**src/hdl/rac_pkg.sv**
```systemverilog
// Shared types, constants and helper functions of the register allocator.
`timescale 1ns / 1ps
package rac_pkg;

    localparam int NUM_REGS  = 32;
    localparam int NUM_VARS  = 16;
    localparam int REG_AW    = $clog2(NUM_REGS);
    localparam int VAR_AW    = (NUM_VARS > 1) ? $clog2(NUM_VARS) : 1;
    localparam int OP_W      = 2;
    localparam int VAR_W     = 4;
    localparam int REG_W     = 5;
    localparam int COUNT_W   = 6;
    localparam int NUM_SLOTS = 3;

    localparam logic [COUNT_W-1:0] COUNT_MAX  = 6'd63;
    localparam logic [REG_W-1:0]   BASE_RESET = 5'd5;

    localparam logic [1:0] SLOT_BUMP  = 2'd0;
    localparam logic [1:0] SLOT_REL_L = 2'd1;
    localparam logic [1:0] SLOT_REL_R = 2'd2;
    localparam logic [1:0] SLOT_LAST  = 2'd2;

    typedef enum logic [OP_W-1:0] {
        OP_ASSIGN_VAR  = 2'd0,
        OP_ASSIGN_TMP  = 2'd1,
        OP_COMBINE_BIN = 2'd2,
        OP_COMBINE_NEG = 2'd3
    } t_opcode;

    typedef enum logic [2:0] {
        S_IDLE,
        S_DECIDE,
        S_RD,
        S_WR,
        S_DONE
    } t_state;

    typedef struct packed {
        logic [REG_AW-1:0]  rd_addr_a;
        logic [REG_AW-1:0]  rd_addr_b;
        logic               wr_en;
        logic [REG_AW-1:0]  wr_addr;
        logic [COUNT_W-1:0] wr_data;
    } t_cnt_req;

    typedef struct packed {
        logic              en;
        logic [REG_AW-1:0] addr;
    } t_slot;

    typedef struct packed {
        logic             found;
        logic [REG_W-1:0] idx;
    } t_free;

    function automatic logic reg_in_range(input logic [REG_W-1:0] r);
        return (int'(r) < NUM_REGS);
    endfunction

    function automatic t_free find_free(input logic [NUM_REGS-1:0] zero_vec,
                                        input logic [REG_W-1:0]    base);
        t_free res;
        res.found = 1'b0;
        res.idx   = '0;
        for (int i = NUM_REGS - 1; i >= 0; i--) begin
            if (zero_vec[i] && (i >= int'(base))) begin
                res.found = 1'b1;
                res.idx   = REG_W'(i);
            end
        end
        return res;
    endfunction

endpackage

```
**src/hdl/rac_in_if.sv**
```systemverilog
// Input channel: one allocator request per transaction.
`timescale 1ns / 1ps
interface rac_in_if;
    logic                       valid;
    logic                       ready;
    logic [rac_pkg::OP_W-1:0]   opcode;
    logic [rac_pkg::VAR_W-1:0]  var_index;
    logic [rac_pkg::REG_W-1:0]  left_reg;
    logic [rac_pkg::REG_W-1:0]  right_reg;

    modport source (output valid, output opcode, output var_index,
                    output left_reg, output right_reg, input ready);
    modport sink   (input valid, input opcode, input var_index,
                    input left_reg, input right_reg, output ready);
endinterface

```
**src/hdl/rac_out_if.sv**
```systemverilog
// Output channel: one allocation result per transaction.
`timescale 1ns / 1ps
interface rac_out_if;
    logic                       valid;
    logic                       ready;
    logic [rac_pkg::REG_W-1:0]  dest_reg;
    logic                       out_of_registers;

    modport source (output valid, output dest_reg, output out_of_registers,
                    input ready);
    modport sink   (input valid, input dest_reg, input out_of_registers,
                    output ready);
endinterface

```
**src/hdl/rac_count_store.sv**
```systemverilog
// Use-count memory with a flip-flop vector of zero-count registers.
`timescale 1ns / 1ps
module rac_count_store (
    input  logic                              i_clk,
    input  logic                              i_rst_n,
    input  rac_pkg::t_cnt_req                 i_req,
    output logic [rac_pkg::COUNT_W-1:0]       o_count_a,
    output logic [rac_pkg::COUNT_W-1:0]       o_count_b,
    output logic [rac_pkg::NUM_REGS-1:0]      o_zero_vec
);

    logic [rac_pkg::COUNT_W-1:0]  r_mem [rac_pkg::NUM_REGS];
    logic [rac_pkg::COUNT_W-1:0]  r_rd_a;
    logic [rac_pkg::COUNT_W-1:0]  r_rd_b;
    logic                         r_zero_a;
    logic                         r_zero_b;
    logic [rac_pkg::NUM_REGS-1:0] r_zero;

    always_ff @(posedge i_clk) begin
        if (i_req.wr_en) begin
            r_mem[i_req.wr_addr] <= i_req.wr_data;
        end
        r_rd_a   <= r_mem[i_req.rd_addr_a];
        r_rd_b   <= r_mem[i_req.rd_addr_b];
        r_zero_a <= r_zero[i_req.rd_addr_a];
        r_zero_b <= r_zero[i_req.rd_addr_b];
    end

    always_ff @(posedge i_clk) begin
        if (!i_rst_n) begin
            r_zero <= '1;
        end else if (i_req.wr_en) begin
            r_zero[i_req.wr_addr] <= (i_req.wr_data == '0);
        end
    end

    assign o_count_a  = r_zero_a ? '0 : r_rd_a;
    assign o_count_b  = r_zero_b ? '0 : r_rd_b;
    assign o_zero_vec = r_zero;

    a_zero_tracks_write: assert property (@(posedge i_clk) disable iff (!i_rst_n)
        i_req.wr_en |=> (r_zero[$past(i_req.wr_addr)] == ($past(i_req.wr_data) == '0)))
        else $error("zero flag does not follow the written count");

endmodule

```
**src/hdl/refcount_register_allocator_core.sv**
```systemverilog
// Top level of the reference-counted register allocator.
// An accepted request is decided, then its count updates are applied before its result
// is offered and the block takes the next request. The use-count memory has a single
// read-modify-write port, through which the bump and up to two releases of one request
// are applied one after another, each in a read state followed by a write state. The lowest
// free register comes from a vector of zero-count flags held in flip-flops. A finished
// result waits in an output register while the next request is accepted.
`timescale 1ns / 1ps
module refcount_register_allocator_core (
    input  logic                         i_clk,
    input  logic                         i_rst_n,
    rac_in_if.sink                       i_in,
    rac_out_if.source                    o_res,
    input  logic                         i_cfg_we,
    input  logic [rac_pkg::REG_W-1:0]    i_cfg_wdata
);

    rac_pkg::t_state               r_state;
    rac_pkg::t_state               n_state;
    logic [1:0]                    r_step;
    logic [1:0]                    n_step;

    rac_pkg::t_opcode              r_op;
    logic [rac_pkg::VAR_W-1:0]     r_var;
    logic [rac_pkg::REG_W-1:0]     r_left;
    logic [rac_pkg::REG_W-1:0]     r_right;
    logic [rac_pkg::REG_W-1:0]     r_first_alloc;

    logic [rac_pkg::REG_W-1:0]     r_var_map [rac_pkg::NUM_VARS];
    logic [rac_pkg::REG_W-1:0]     r_map_rd;
    logic [rac_pkg::NUM_VARS-1:0]  r_var_mapped;

    rac_pkg::t_slot                r_slot [rac_pkg::NUM_SLOTS];
    rac_pkg::t_slot                w_slot [rac_pkg::NUM_SLOTS];
    logic [rac_pkg::REG_W-1:0]     r_dest;
    logic                          r_fail;
    logic [rac_pkg::REG_W-1:0]     w_dest;
    logic                          w_fail;
    logic                          w_map_we;

    logic                          r_out_valid;
    logic [rac_pkg::REG_W-1:0]     r_out_dest;
    logic                          r_out_fail;

    rac_pkg::t_cnt_req             w_cnt_req;
    logic [rac_pkg::COUNT_W-1:0]   w_count_a;
    logic [rac_pkg::COUNT_W-1:0]   w_count_b;
    logic [rac_pkg::NUM_REGS-1:0]  w_zero_vec;
    logic [rac_pkg::COUNT_W-1:0]   w_new_count;
    logic [rac_pkg::COUNT_W-1:0]   w_cnt_l;
    logic [rac_pkg::COUNT_W-1:0]   w_cnt_r;
    rac_pkg::t_free                w_free;
    logic                          w_var_ok;
    logic                          w_in_ready;
    logic                          w_accept;
    logic                          w_load_out;

    rac_count_store u_count_store (
        .i_clk      (i_clk),
        .i_rst_n    (i_rst_n),
        .i_req      (w_cnt_req),
        .o_count_a  (w_count_a),
        .o_count_b  (w_count_b),
        .o_zero_vec (w_zero_vec)
    );

    assign w_accept = i_in.valid && w_in_ready;

    // next state
    always_comb begin
        n_state = r_state;
        n_step  = r_step;
        unique case (r_state)
            rac_pkg::S_IDLE: begin
                if (w_accept) begin
                    n_state = rac_pkg::S_DECIDE;
                end
            end
            rac_pkg::S_DECIDE: begin
                n_state = rac_pkg::S_RD;
                n_step  = rac_pkg::SLOT_BUMP;
            end
            rac_pkg::S_RD: begin
                if (r_slot[r_step].en) begin
                    n_state = rac_pkg::S_WR;
                end else if (r_step == rac_pkg::SLOT_LAST) begin
                    n_state = rac_pkg::S_DONE;
                end else begin
                    n_step = r_step + 2'd1;
                end
            end
            rac_pkg::S_WR: begin
                if (r_step == rac_pkg::SLOT_LAST) begin
                    n_state = rac_pkg::S_DONE;
                end else begin
                    n_state = rac_pkg::S_RD;
                    n_step  = r_step + 2'd1;
                end
            end
            rac_pkg::S_DONE: begin
                if (!r_out_valid || o_res.ready) begin
                    n_state = rac_pkg::S_IDLE;
                end
            end
            default: begin
                n_state = rac_pkg::S_IDLE;
            end
        endcase
    end

    // outputs of the state machine
    always_comb begin
        w_in_ready          = (r_state == rac_pkg::S_IDLE);
        w_load_out          = (r_state == rac_pkg::S_DONE) && (!r_out_valid || o_res.ready);
        w_cnt_req.rd_addr_a = (r_state == rac_pkg::S_IDLE) ? i_in.left_reg[rac_pkg::REG_AW-1:0]
                                                           : r_slot[r_step].addr;
        w_cnt_req.rd_addr_b = i_in.right_reg[rac_pkg::REG_AW-1:0];
        w_cnt_req.wr_en     = (r_state == rac_pkg::S_WR);
        w_cnt_req.wr_addr   = r_slot[r_step].addr;
        w_cnt_req.wr_data   = w_new_count;
    end

    always_comb begin
        if (r_step == rac_pkg::SLOT_BUMP) begin
            w_new_count = (w_count_a == rac_pkg::COUNT_MAX) ? w_count_a : w_count_a + 1'b1;
        end else begin
            w_new_count = (w_count_a == '0) ? w_count_a : w_count_a - 1'b1;
        end
    end

    // decide destination and the count updates of the held request
    always_comb begin
        w_cnt_l  = rac_pkg::reg_in_range(r_left)  ? w_count_a : '0;
        w_cnt_r  = rac_pkg::reg_in_range(r_right) ? w_count_b : '0;
        w_free   = rac_pkg::find_free(w_zero_vec, r_first_alloc);
        w_var_ok = (int'(r_var) < rac_pkg::NUM_VARS);
        w_dest   = '0;
        w_fail   = 1'b0;
        w_map_we = 1'b0;
        for (int s = 0; s < rac_pkg::NUM_SLOTS; s++) begin
            w_slot[s] = '0;
        end
        unique case (r_op)
            rac_pkg::OP_ASSIGN_VAR, rac_pkg::OP_ASSIGN_TMP: begin
                priority if ((r_op == rac_pkg::OP_ASSIGN_VAR) && w_var_ok &&
                             r_var_mapped[r_var[rac_pkg::VAR_AW-1:0]]) begin
                    w_dest                          = r_map_rd;
                    w_slot[rac_pkg::SLOT_BUMP].en   = rac_pkg::reg_in_range(r_map_rd);
                    w_slot[rac_pkg::SLOT_BUMP].addr = r_map_rd[rac_pkg::REG_AW-1:0];
                end else if (!w_free.found) begin
                    w_fail = 1'b1;
                end else begin
                    w_dest                          = w_free.idx;
                    w_slot[rac_pkg::SLOT_BUMP].en   = 1'b1;
                    w_slot[rac_pkg::SLOT_BUMP].addr = w_free.idx[rac_pkg::REG_AW-1:0];
                    w_map_we = (r_op == rac_pkg::OP_ASSIGN_VAR) && w_var_ok;
                end
            end
            rac_pkg::OP_COMBINE_BIN: begin
                priority if (w_cnt_l == 6'd1) begin
                    w_dest                           = r_left;
                    w_slot[rac_pkg::SLOT_REL_R].en   = rac_pkg::reg_in_range(r_right);
                    w_slot[rac_pkg::SLOT_REL_R].addr = r_right[rac_pkg::REG_AW-1:0];
                end else if (w_cnt_r == 6'd1) begin
                    w_dest                           = r_right;
                    w_slot[rac_pkg::SLOT_REL_L].en   = rac_pkg::reg_in_range(r_left);
                    w_slot[rac_pkg::SLOT_REL_L].addr = r_left[rac_pkg::REG_AW-1:0];
                end else if (!w_free.found) begin
                    w_fail = 1'b1;
                end else begin
                    w_dest                           = w_free.idx;
                    w_slot[rac_pkg::SLOT_BUMP].en    = 1'b1;
                    w_slot[rac_pkg::SLOT_BUMP].addr  = w_free.idx[rac_pkg::REG_AW-1:0];
                    w_slot[rac_pkg::SLOT_REL_L].en   = rac_pkg::reg_in_range(r_left);
                    w_slot[rac_pkg::SLOT_REL_L].addr = r_left[rac_pkg::REG_AW-1:0];
                    w_slot[rac_pkg::SLOT_REL_R].en   = rac_pkg::reg_in_range(r_right);
                    w_slot[rac_pkg::SLOT_REL_R].addr = r_right[rac_pkg::REG_AW-1:0];
                end
            end
            rac_pkg::OP_COMBINE_NEG: begin
                priority if (w_cnt_l <= 6'd1) begin
                    w_dest = r_left;
                end else if (!w_free.found) begin
                    w_fail = 1'b1;
                end else begin
                    w_dest                           = w_free.idx;
                    w_slot[rac_pkg::SLOT_BUMP].en    = 1'b1;
                    w_slot[rac_pkg::SLOT_BUMP].addr  = w_free.idx[rac_pkg::REG_AW-1:0];
                    w_slot[rac_pkg::SLOT_REL_L].en   = rac_pkg::reg_in_range(r_left);
                    w_slot[rac_pkg::SLOT_REL_L].addr = r_left[rac_pkg::REG_AW-1:0];
                end
            end
            default: begin
                w_fail = 1'b0;
            end
        endcase
    end

    always_ff @(posedge i_clk) begin
        if (!i_rst_n) begin
            r_state       <= rac_pkg::S_IDLE;
            r_step        <= rac_pkg::SLOT_BUMP;
            r_first_alloc <= rac_pkg::BASE_RESET;
            r_var_mapped  <= '0;
            r_out_valid   <= 1'b0;
        end else begin
            r_state <= n_state;
            r_step  <= n_step;
            if (i_cfg_we) begin
                r_first_alloc <= i_cfg_wdata;
            end
            if ((r_state == rac_pkg::S_DECIDE) && w_map_we) begin
                r_var_mapped[r_var[rac_pkg::VAR_AW-1:0]] <= 1'b1;
            end
            if (w_load_out) begin
                r_out_valid <= 1'b1;
            end else if (o_res.ready) begin
                r_out_valid <= 1'b0;
            end
        end
    end

    always_ff @(posedge i_clk) begin
        if (w_accept) begin
            r_op    <= rac_pkg::t_opcode'(i_in.opcode);
            r_var   <= i_in.var_index;
            r_left  <= i_in.left_reg;
            r_right <= i_in.right_reg;
        end
        if (r_state == rac_pkg::S_DECIDE) begin
            r_slot <= w_slot;
            r_dest <= w_dest;
            r_fail <= w_fail;
        end
        if (w_load_out) begin
            r_out_dest <= r_dest;
            r_out_fail <= r_fail;
        end
    end

    always_ff @(posedge i_clk) begin
        if ((r_state == rac_pkg::S_DECIDE) && w_map_we) begin
            r_var_map[r_var[rac_pkg::VAR_AW-1:0]] <= w_free.idx;
        end
        r_map_rd <= r_var_map[i_in.var_index[rac_pkg::VAR_AW-1:0]];
    end

    assign i_in.ready             = w_in_ready;
    assign o_res.valid            = r_out_valid;
    assign o_res.dest_reg         = r_out_dest;
    assign o_res.out_of_registers = r_out_fail;

    a_fail_zero_dest: assert property (@(posedge i_clk) disable iff (!i_rst_n)
        (o_res.valid && o_res.out_of_registers) |-> (o_res.dest_reg == '0))
        else $error("failed allocation carries a nonzero destination");

    a_fail_no_update: assert property (@(posedge i_clk) disable iff (!i_rst_n)
        ((r_state == rac_pkg::S_DECIDE) && w_fail) |->
            !(w_slot[rac_pkg::SLOT_BUMP].en || w_slot[rac_pkg::SLOT_REL_L].en ||
              w_slot[rac_pkg::SLOT_REL_R].en || w_map_we))
        else $error("failed allocation would change state");

    a_accept_decides: assert property (@(posedge i_clk) disable iff (!i_rst_n)
        (i_in.valid && i_in.ready) |=> (r_state == rac_pkg::S_DECIDE))
        else $error("accepted transaction not taken to decision");

endmodule

```
**src/flat_wrapper.sv**
```systemverilog
// flat-port wrapper written by rule: the top's interface ports become plain ports
module refcount_register_allocator_core_flat 
  (i_clk, i_rst_n, i_cfg_we, i_cfg_wdata, i_in_valid, i_in_opcode, i_in_var_index, i_in_left_reg, i_in_right_reg, i_in_ready, o_res_valid, o_res_dest_reg, o_res_out_of_registers, o_res_ready);
  rac_in_if i_in_i ();
  rac_out_if o_res_i ();
  input  logic i_clk;
  input  logic i_rst_n;
  input  logic i_cfg_we;
  input  logic [rac_pkg::REG_W-1:0] i_cfg_wdata;
  input wire logic [$bits(i_in_i.valid)-1:0] i_in_valid;
  input wire logic [$bits(i_in_i.opcode)-1:0] i_in_opcode;
  input wire logic [$bits(i_in_i.var_index)-1:0] i_in_var_index;
  input wire logic [$bits(i_in_i.left_reg)-1:0] i_in_left_reg;
  input wire logic [$bits(i_in_i.right_reg)-1:0] i_in_right_reg;
  output wire logic [$bits(i_in_i.ready)-1:0] i_in_ready;
  output wire logic [$bits(o_res_i.valid)-1:0] o_res_valid;
  output wire logic [$bits(o_res_i.dest_reg)-1:0] o_res_dest_reg;
  output wire logic [$bits(o_res_i.out_of_registers)-1:0] o_res_out_of_registers;
  input wire logic [$bits(o_res_i.ready)-1:0] o_res_ready;
  assign i_in_i.valid = i_in_valid;
  assign i_in_i.opcode = i_in_opcode;
  assign i_in_i.var_index = i_in_var_index;
  assign i_in_i.left_reg = i_in_left_reg;
  assign i_in_i.right_reg = i_in_right_reg;
  assign i_in_ready = i_in_i.ready;
  assign o_res_valid = o_res_i.valid;
  assign o_res_dest_reg = o_res_i.dest_reg;
  assign o_res_out_of_registers = o_res_i.out_of_registers;
  assign o_res_i.ready = o_res_ready;
  refcount_register_allocator_core u_core (.i_clk(i_clk), .i_rst_n(i_rst_n), .i_in(i_in_i), .o_res(o_res_i), .i_cfg_we(i_cfg_we), .i_cfg_wdata(i_cfg_wdata));
endmodule
```
**config.mk**
```make
export PLATFORM = sky130hd
export DESIGN_NAME = refcount_register_allocator_core_flat
export DESIGN_NICKNAME = d
export VERILOG_FILES = /design/src/hdl/rac_pkg.sv /design/src/hdl/rac_in_if.sv /design/src/hdl/rac_out_if.sv /design/src/hdl/rac_count_store.sv /design/src/hdl/refcount_register_allocator_core.sv /design/src/flat_wrapper.sv
export SDC_FILE = /design/constraint.sdc
export NUM_CORES = 1
export LEC_CHECK = 0
export ABC_AREA = 1
export BUFFER_PORTS_ARGS = -buffer_cell sky130_fd_sc_hd__buf_2
export CAP_MARGIN = 20
export CELL_PAD_IN_SITES_DETAIL_PLACEMENT = 0
export CELL_PAD_IN_SITES_GLOBAL_PLACEMENT = 1
export CORE_ASPECT_RATIO = 0.6
export CORE_UTILIZATION = 45
export DETAILED_ROUTE_END_ITERATION = 10
export HOLD_SLACK_MARGIN = 0.12
export PLACE_DENSITY = 0.85
export SYNTH_ARGS = -nofsm -noshare
export SYNTH_HDL_FRONTEND = slang
export SYNTH_SLANG_ARGS = --single-unit
```
**constraint.sdc**
```tcl
create_clock -name i_clk -period 8.5 [get_ports i_clk]
set_input_delay 0.425 -clock i_clk [delete_from_list [all_inputs] [get_ports i_clk]]
set_output_delay 0.425 -clock i_clk [all_outputs]
set_load 0.005 [all_outputs]
```
## Word level (Yosys, flattened, before mapping)

Memories as Yosys holds them, arrays and structs flattened. A register that Yosys moved wholly into a read port is not among the register bits.
Cells that the tools add are included.
Widths: inputs -> output; s select.

- Add/subtract/negate cells: 3
- Order comparisons: 39
- Eq/ne operators: 15
- Multiplexer cells: 94
- Bitwise operators: 2
- Reduce and logical (&&, ||, !) cells: 49

Operators by type and width:

| cell | number |
|---|---|
| $mux 6 | 45 |
| $ge 5x5->1 const A | 15 |
| $ge 4x5->1 const A | 8 |
| $logic_and 1x1->1 | 37 |
| $mux 12 | 3 |
| $bwmux 32 | 1 |
| $mux 5 | 6 |
| $ge 3x5->1 const A | 4 |
| $mux 1 | 19 |
| $lt 5x6->1 const B | 3 |
| $mux 18 | 1 |
| $pmux 6 s3 | 1 |
| $or 16x16->16 | 1 |
| $mux 3 | 5 |
| $pmux 3 s5 | 1 |
| $pmux 5 s3 | 1 |
| $bmux 6 s2 | 1 |
| $eq 6x1->1 const B | 2 |
| $logic_not 6->1 | 2 |
| $pmux 6 s2 | 1 |
| $bmux 1 s5 | 2 |
| $ge 1x5->1 const A | 2 |
| $ge 2x5->1 const A | 2 |
| $add 6x1->6 const B | 1 |
| 32 further kinds | 38 |

- Register bits: 107
- Bits in writable memories: 272
- Input port bits: 26
- Logic and storage cells: 226
- Memories kept: 2

Memories:

| name | depth | bits a word | read ports | clocked after Yosys merged registers in | wr ports | RTL line | text |
|---|---|---|---|---|---|---|---|
| u_core.u_count_store.r_mem | 32 | 6 | 2 | 2 | 1 | rac_count_store.sv:12 | `logic [rac_pkg::COUNT_W-1:0] r_mem [rac_pkg::NUM_REGS];` |
| u_core.r_var_map | 16 | 5 | 1 | 1 | 1 | refcount_register_allocator_core.sv:29 | `logic [rac_pkg::REG_W-1:0] r_var_map [rac_pkg::NUM_VARS];` |

## Depth between registers and ports, before layout

Gate-level depths: netlist of run 1.

- Depth after elaboration: 39
- Gate-level depth with buffers: 36

## Hierarchy

From an unflattened synthesis of run 1, not the netlist that was laid out.

- Cells, all modules: 2277
- Area, all modules: 19738.9 sq um

By module, submodules not included:

| module | times used | cells each | area each (sq um) |
|---|---|---|---|
| rac_count_store | 1 | 1489 | 12190.4 |
| refcount_register_allocator_core | 1 | 788 | 7548.5 |

## Least setup slack after synthesis of run 1

Ideal clock, no wire load.

- Kind: register to register
- Start: register u_core.u_count_store.r_zero_a
- End: register u_core.u_count_store.r_zero (netlist bit u_core.u_count_store.o_zero_vec[25])
- Setup time: 0.134 ns
- Data arrival time: 3.191 ns
- Slack: 5.176 ns
- Stages on the path, launching flop included: 13
- Path buffers: 1
- Path through: dfxtp_1 > nor2_1 > inv_1 > ha_1 > inv_1 > nor2_1 > nor2_1 > inv_1 > o21ai_0 > nor4_2 > clkbuf_1 > nand2_1 > nand3_1

RTL lines:

| item | RTL line | text |
|---|---|---|
| start, declared | rac_count_store.sv:15 | `logic r_zero_a;` |
| start signal, assigned | rac_count_store.sv:25 | `r_zero_a <= r_zero[i_req.rd_addr_a];` |
| end signal, assigned by index | rac_count_store.sv:33 | `r_zero[i_req.wr_addr] <= (i_req.wr_data == '0);` |
| end, declared | rac_count_store.sv:17 | `logic [rac_pkg::NUM_REGS-1:0] r_zero;` |

## Final worst setup path of run 1

- Start: register u_core.r_state[1]
- End: register u_core.u_count_store.r_rd_a[4] (netlist name) (read register of u_core.u_count_store.r_mem)

- Longest elaborated chain between the ends: 2

Ends and longest elaborated chain:

| item | RTL line | text |
|---|---|---|
| start, declared | refcount_register_allocator_core.sv:18 | `rac_pkg::t_state r_state;` |
| start signal, assigned | refcount_register_allocator_core.sv:201 | `r_state <= rac_pkg::S_IDLE;` |
| start signal, assigned | refcount_register_allocator_core.sv:207 | `r_state <= n_state;` |
| $logic_not 3->1 | refcount_register_allocator_core.sv:115 | `w_cnt_req.rd_addr_a = (r_state == rac_pkg::S_IDLE) ? i_in.left_reg[rac_pkg::REG_AW-1:0]` |
| $mux 5 | refcount_register_allocator_core.sv:115 |  |
| end, declared | rac_count_store.sv:13 | `logic [rac_pkg::COUNT_W-1:0] r_rd_a;` |

Every way passes these cells.
A chain may end at the register's enable or synchronous reset.

==> results by group, run 1 <==
STA
  • Fin crit period: 4.078 ns
  • Final Hold Vio Count: 0
  • Clock skew: 0.03239 ns
  • Final Setup Violations: 0
  • Worst slew pin tran: 1.217 ns
  • Slew Limit Fails: 0
  • Max Clk Rate: 245.2 MHz
  • Final setup margin: 4.422 ns
  • RSZ-0062 raised after global routing: false
  • Slew HR: 0.1857
  • Fin crit share: 0.4797
  • Final setup TNS: 0 ns

Status
  • Status: completed

Power
  • Peak supply drop: 0.2420 mV
  • Leakage power: 7.553 nW
  • Gate power share: 0.401
  • Net Sw Power: 3.065 mW
  • Switching Fraction: 0.4104
  • Pwr Total: 7.468 mW
  • Clock network fraction of total power: 0.243
  • P_int: 4.403 mW
  • Pwr Density: 353.4 nW/um^2
  • Sequential Power Share: 0.356

Die
  • Die Y: 160.6 um
  • Die width: 266.3 um
  • Core footprint: 40870 sq um
  • # IOs: 34
  • Num rows: 57
  • Die Area: 42770 sq um
  • Starting Density: 0.4617

Clock network
  • H-Tree Level Count: 2
  • CTS Buffer Depth: 3
  • Clk sinks: 396
  • CTS tree: yes
  • Post_cts resized: 0
  • CTS root buf: clkbuf_16
  • # Post-CTS Setup Buffers: 0
  • Reg clk slew, reported paths: 0.07 ns
  • Clock buffer count from CTS: 39
  • Clock Latency Late Sink: 0.56 ns

Worst setup path
  • CP Buf/Inv Count: 3
  • Cell mode on critical path: o21ai_0
  • WS Path Type: register to register
  • Top delay family on crit path: compound AO/OA/AOI/OAI gates
  • Slowest stage cell, crit path: o21ai_0
  • CP required: 8.93 ns
  • CP Capture Type: register
  • Max incr delay on CP: 0.57 ns
  • Startpoint types: register
  • WP data arrival: 4.50 ns
  • Crit-path max FO: 92
  • Critical path cell sequence: nor2_1 > nand2_1 > or2_2 > o21ai_4 > buf_4 > clkinv_2 > buf_4 > o21ai_0 > o22ai_1 > o21ai_0 > o21ai_0 > nor2_1 > a31oi_1

GRT
  • Antenna violations before repair: 1
  • First-pass GRT wire length: 89650 um
  • Global route overflow: 0
  • Global Route Usage Sum: 0.2778
  • Largest net degree at the start of global routing: 99
  • Vias in the first global route: 14270

Flow run
  • Max cap viols: 0

Yosys
  • Mapped cell area: 18870 sq um
  • Largest cells by area after synthesis: edfxtp_1 51%, o21ai_0 8.4%, dfxtp_1 8.3%
  • Seq/Total Area, Yosys: 0.5889
  • Unique masters post-synth: 49
  • Mean Syn Cell Area: 9.543 sq um
  • Synth warn: 0
  • Flop and latch count out of synthesis: 396
  • EDFF count, synth: 318
  • Post-synth top area share: 0.5062
  • Post-synthesis async set-or-reset flop share: 0
  • Syn_nets: 2008
  • Cells after synthesis: 1977
  • Most used DFF post-synth: edfxtp_1
  • Area leader, netlist: edfxtp_1

Placed design
  • Final HPWL DP: 39030 um
  • Port Buffers: 33
  • Final RePlAce weighted congestion: 0.9118
  • Placed insts: 2482
  • Dpl ws: 4.601 ns

Finish
  • Max reg flops: 192
  • Share of cells above drive strength 1: 0.07998
  • Most flops, register: u_core.u_count_store.r_mem
  • Filler Cell Count: 3609
  • Final Net Count: 2013
  • Non-Filler Instances: 2575
  • Synth-to-Final Area Change: 12.00%

Route
  • Via/cell ratio: 6.067
  • DR WL/cell: 23.09 um
  • Final ANT Viol Nets: 0
  • 1st-pass router iterations: 6
  • Routed vias: 15620
  • DRC Markers: 0
  • Drt total wl: 59450 um
  • Initial DRC Count: 2590

Hold path
  • Hold WC Path Type: primary input to register
cell usage in the layout (no fill, tap or decap), types with 28 or more instances in the layout:
master,netlist,routed
o22ai_1,28,28
nor2_1,382,380
o21ai_0,318,314
clkbuf_16,0,40
o211ai_1,56,56
dfxtp_1,78,78
o221ai_1,73,73
a21oi_1,63,63
nand3_1,61,61
buf_2,12,33
edfxtp_1,318,318
inv_1,178,177
buf_4,0,29
nand2_1,148,148
worst paths after layout:
check,startpoint,to,slack [ns],depth (start not counted)
max reg2reg,u_core.r_state[1],u_core.u_count_store.r_rd_a[4],4.42,13
min reg2reg,u_core.r_fail,u_core.o_res.out_of_registers,0.42,0
max,u_core.r_state[1],u_core.u_count_store.r_rd_a[4],4.42,13
min,i_cfg_we,u_core.r_first_alloc[0],0.15,2
power by group through the flow:
| stage | Clock [mW] | Sequential (mW) | Combinational [mW] |
|---|---|---|---|
| floorplan | 0 | 2.68 | 1.84 |
| global route | 1.91 | 2.67 | 3.22 |
| global placement | 0 | 2.70 | 2.82 |
| detailed placement | 0 | 2.70 | 2.89 |
| CTS | 1.84 | 2.66 | 2.91 |
| finish | 1.81 | 2.66 | 2.99 |
Yosys cell counts (5+ instances only):
cell type and instances:
o22ai_1 28, nor3_1 18, o211ai_1 56, nand2_1 148, a31oi_1 17, nand3_1 61, buf_2 12, or2_2 10
mux2i_1 20, a311oi_1 6, o21ai_0 318, a21oi_1 63, ha_1 5, dfxtp_1 78, a211oi_1 9, clkbuf_1 98
a32oi_1 11, buf_1 5, o221ai_1 73, edfxtp_1 318, inv_1 178, nor2_1 382
routing by layer:
layer,GRT usage,share of wire
met5,0,0
met3,0.08402,0.14
met1,0.4362,0.45
met2,0.3705,0.40
met4,0.05878,0.016
cell families after synthesis:
| kind of cell | synth area share |
|---|---|
| AO/OA/AOI/OAI | 0.1983 |
| AND/OR/NAND/NOR | 0.1348 |
| adder cells (fa/ha/maj) | 0.003316 |
| multiplexers | 0.01061 |
| XOR/XNOR | 0.002785 |
| flip-flops | 0.5889 |
| buffers and inverters | 0.06121 |
metrics by stage:
step / area, sq um / hold slack [ns] / utilization
3_5_place_dp: 19600 / 0.4089 / 0.4795
3_3_place_gp: 19530 / 0.4036 / 0.4780
2_1_floorplan: 18870 / 0.4003 / -
6_report: 21130 / 0.1546 / 0.5170
5_1_grt: 21130 / 0.1528 / 0.5170
4_1_cts: 21030 / 0.1284 / 0.5145
worst reg2reg max path, cell delays in order (launching register included):
cell,delay (ns)
dfxtp_1,0.34
nor2_1,0.13
nand2_1,0.28
or2_2,0.41
o21ai_4,0.06
buf_4,0.34
clkinv_2,0.38
buf_4,0.50
o21ai_0,0.37
o22ai_1,0.11
o21ai_0,0.57
o21ai_0,0.25
nor2_1,0.17
a31oi_1,0.05
cell type report:
type	count	area (sq um)	share of cell area
tap	560	700.7	0.03316
antenna	2	5.005	0.0002369
timing repair buffer	80	613.1	0.02902
inverter	187	705.7	0.03340
clock buffer	55	1087	0.05146
sequential	396	11110	0.5259
multi-input combinational	1278	6663	0.3153
clock inverter	17	244.0	0.01155
repair_timing:
action | 4_1_cts | 5_1_grt
setup endpoints to repair | 0 | 0
endpoints found under the hold margin | 10 | 0
hold buffers | 10 | 0
Power figures use the tool's default switching activity.
==> run 2: changes to the inputs <==
- clock period: 8.5 -> 4 ns (I/O delays scaled with it)
==> run 2 against run 1 <==
Effect of this change:
- register-to-register slack got worse by 3.9 ns
- hold slack improved by 0.021 ns
- core utilization increased by 0.45 points
- largest cell class unchanged
- non-clock buffer count increased by 39
- routed wire length increased by 6.3%
- total power increased by 110%
- worst setup slack got worse by 3.9 ns
- clock power increased by 96%
- combinational power increased by 130%
==> results by group, run 2 (same netlist as run 1, synthesis figures left out) <==
STA
  • Clock skew: 0.02247 ns
  • Fin crit period: 3.479 ns
  • Final Hold Vio Count: 0
  • Fin crit share: 0.8698
  • Final setup TNS: 0 ns
  • Max Clk Rate: 287.4 MHz
  • Final Setup Violations: 0
  • RSZ-0062 raised after global routing: false
  • Hold slack final: 0.1752 ns
  • Slew Limit Fails: 0
  • Worst slew pin tran: 1.056 ns
  • Slew HR: 0.2953

Placed design
  • Port Buffers: 33
  • Final HPWL DP: 42470 um
  • Final RePlAce weighted congestion: 0.9405

Worst setup path
  • Startpoint types: register
  • CP required: 4.17 ns
  • Launch point of the critical path: u_core.r_first_alloc[2]
  • CP Capture Type: register
  • WP data arrival: 3.65 ns
  • Crit-path max FO: 6
  • WS Path Type: register to register
  • Reg2Reg Launch Point: u_core.r_first_alloc[2]

Hold path
  • Hold WC Path Type: primary input to register
  • Beginning of the worst hold path: i_in_var_index[1]

Die
  • Starting Density: 0.4617
  • Die width: 266.3 um
  • Core footprint: 40870 sq um
  • Num rows: 57
  • # IOs: 34
  • Die Area: 42770 sq um
  • Die Y: 160.6 um

Clock network
  • H-Tree Level Count: 2
  • Reg clk slew, reported paths: 0.07 ns
  • Post_cts resized: 0
  • Clock buffer count from CTS: 38
  • CTS root buf: clkbuf_16
  • Clock Latency Late Sink: 0.56 ns
  • Clk sinks: 396
  • CTS tree: yes
  • CTS Buffer Depth: 3

Finish
  • Synth-to-Final Area Change: 12.97%
  • Most frequent cells in the layout: 381 x nor2_1, 318 x edfxtp_1, 314 x o21ai_0, 177 x inv_1, 148 x nand2_1
  • Most common cell after layout, fill and taps aside: nor2_1
  • Max reg flops: 192
  • Final Net Count: 2051
  • Most flops, register: u_core.u_count_store.r_mem
  • Share of cells above drive strength 1: 0.08780

Route
  • Routed vias: 16040
  • DRC Markers: 0
  • DR WL/cell: 24.19 um
  • Drt total wl: 63190 um
  • 1st-pass router iterations: 8
  • Initial DRC Count: 2556
  • Via/cell ratio: 6.142
  • Final ANT Viol Nets: 0

GRT
  • First-pass GRT wire length: 93760 um
  • Vias in the first global route: 14780
  • Largest net degree at the start of global routing: 107
  • Antenna violations before repair: 4
  • Global route overflow: 0
  • Global Route Usage Sum: 0.2932

Power
  • Pwr Density: 752.0 nW/um^2
  • Leakage power: 7.698 nW
  • Peak supply drop: 0.5403 mV

Status
  • Status: completed

Flow run
  • Max cap viols: 0
## run 2: cell types whose count changed in the layout (fill, tap and decap cells not counted), sizes merged
cell         delta
buf            +27
dlygate4sd3    +15
bufinv          -4
clkinv          +4
clkinvlp        -4
clkbuf          -3
inv             +2
## run 2: through the flow
stage          worst slack, ns  utilization  instance area (sq um)  std cells  total power, mW
2_1_floorplan           0.6756            -                  18870       1977            9.590
6_report                0.5206       0.5215                  21310       2612            16.03
3_5_place_dp            0.6039       0.4862                  19870       2515            12.28
5_1_grt                 0.2844       0.5214                  21310       2610            16.64
3_3_place_gp            0.6138       0.4857                  19850       2514            12.14
4_1_cts                 0.5797       0.5214                  21310       2610            15.80
## run 2: path summary, 6_finish.rpt
kind / endpoint / slack (ns) / cells past startpoint
setup / recovery: u_core.r_var_map[0][0] / 0.52 / 15
hold / removal: u_core.r_var[1] / 0.18 / 1
setup reg to reg: u_core.r_var_map[0][0] / 0.52 / 15
hold reg to reg: u_core.o_res.dest_reg[3] / 0.42 / 0
## run 2: area by class of cell
class	count	area, sq um
Antenna cell	2	5.005
Sequential cell	396	11110
Clock inverter	15	125.1
Timing Repair Buffer	119	948.4
Multi-Input combinational cell	1278	6653
Fill cell	3635	19550
Clock buffer	55	1065
Inverter	187	705.7
Tap cell	560	700.7
## run 2: what timing repair did
| item | in CTS | in global routing |
|---|---|---|
| setup buffers | 0 | 0 |
| endpoints found under the hold margin | 26 | 0 |
| hold buffers | 25 | 0 |
## run 2: where the power goes
part | internal [mW] | leakage (nW) | switching, mW | total (mW)
registers | 5.49 | 3.51 | 0.166 | 5.66
logic | 1.74 | 3.61 | 5.09 | 6.83
clock network | 1.94 | 0.582 | 1.61 | 3.54
total | 9.16 | 7.70 | 6.86 | 16.0
## run 2: layer usage
layer	global-route usage	share of wire
met1	0.4663	0.45
met5	0	0.00024
met2	0.3765	0.38
met4	0.05538	0.014
met3	0.1027	0.15
## run 2: critical path: stages, from the launching register on
cell     delay (ns)
dfxtp_1        0.37
nor2_1         0.29
inv_1          0.18
nor2_1         0.18
inv_1          0.06
nor3_1         0.21
inv_1          0.14
nand3_1        0.16
nor2_1         0.06
nand3_1        0.10
nor2_1         0.14
inv_1          0.13
nand4_1        0.25
nor3_1         0.23
inv_1          0.13
nor2_1         0.46
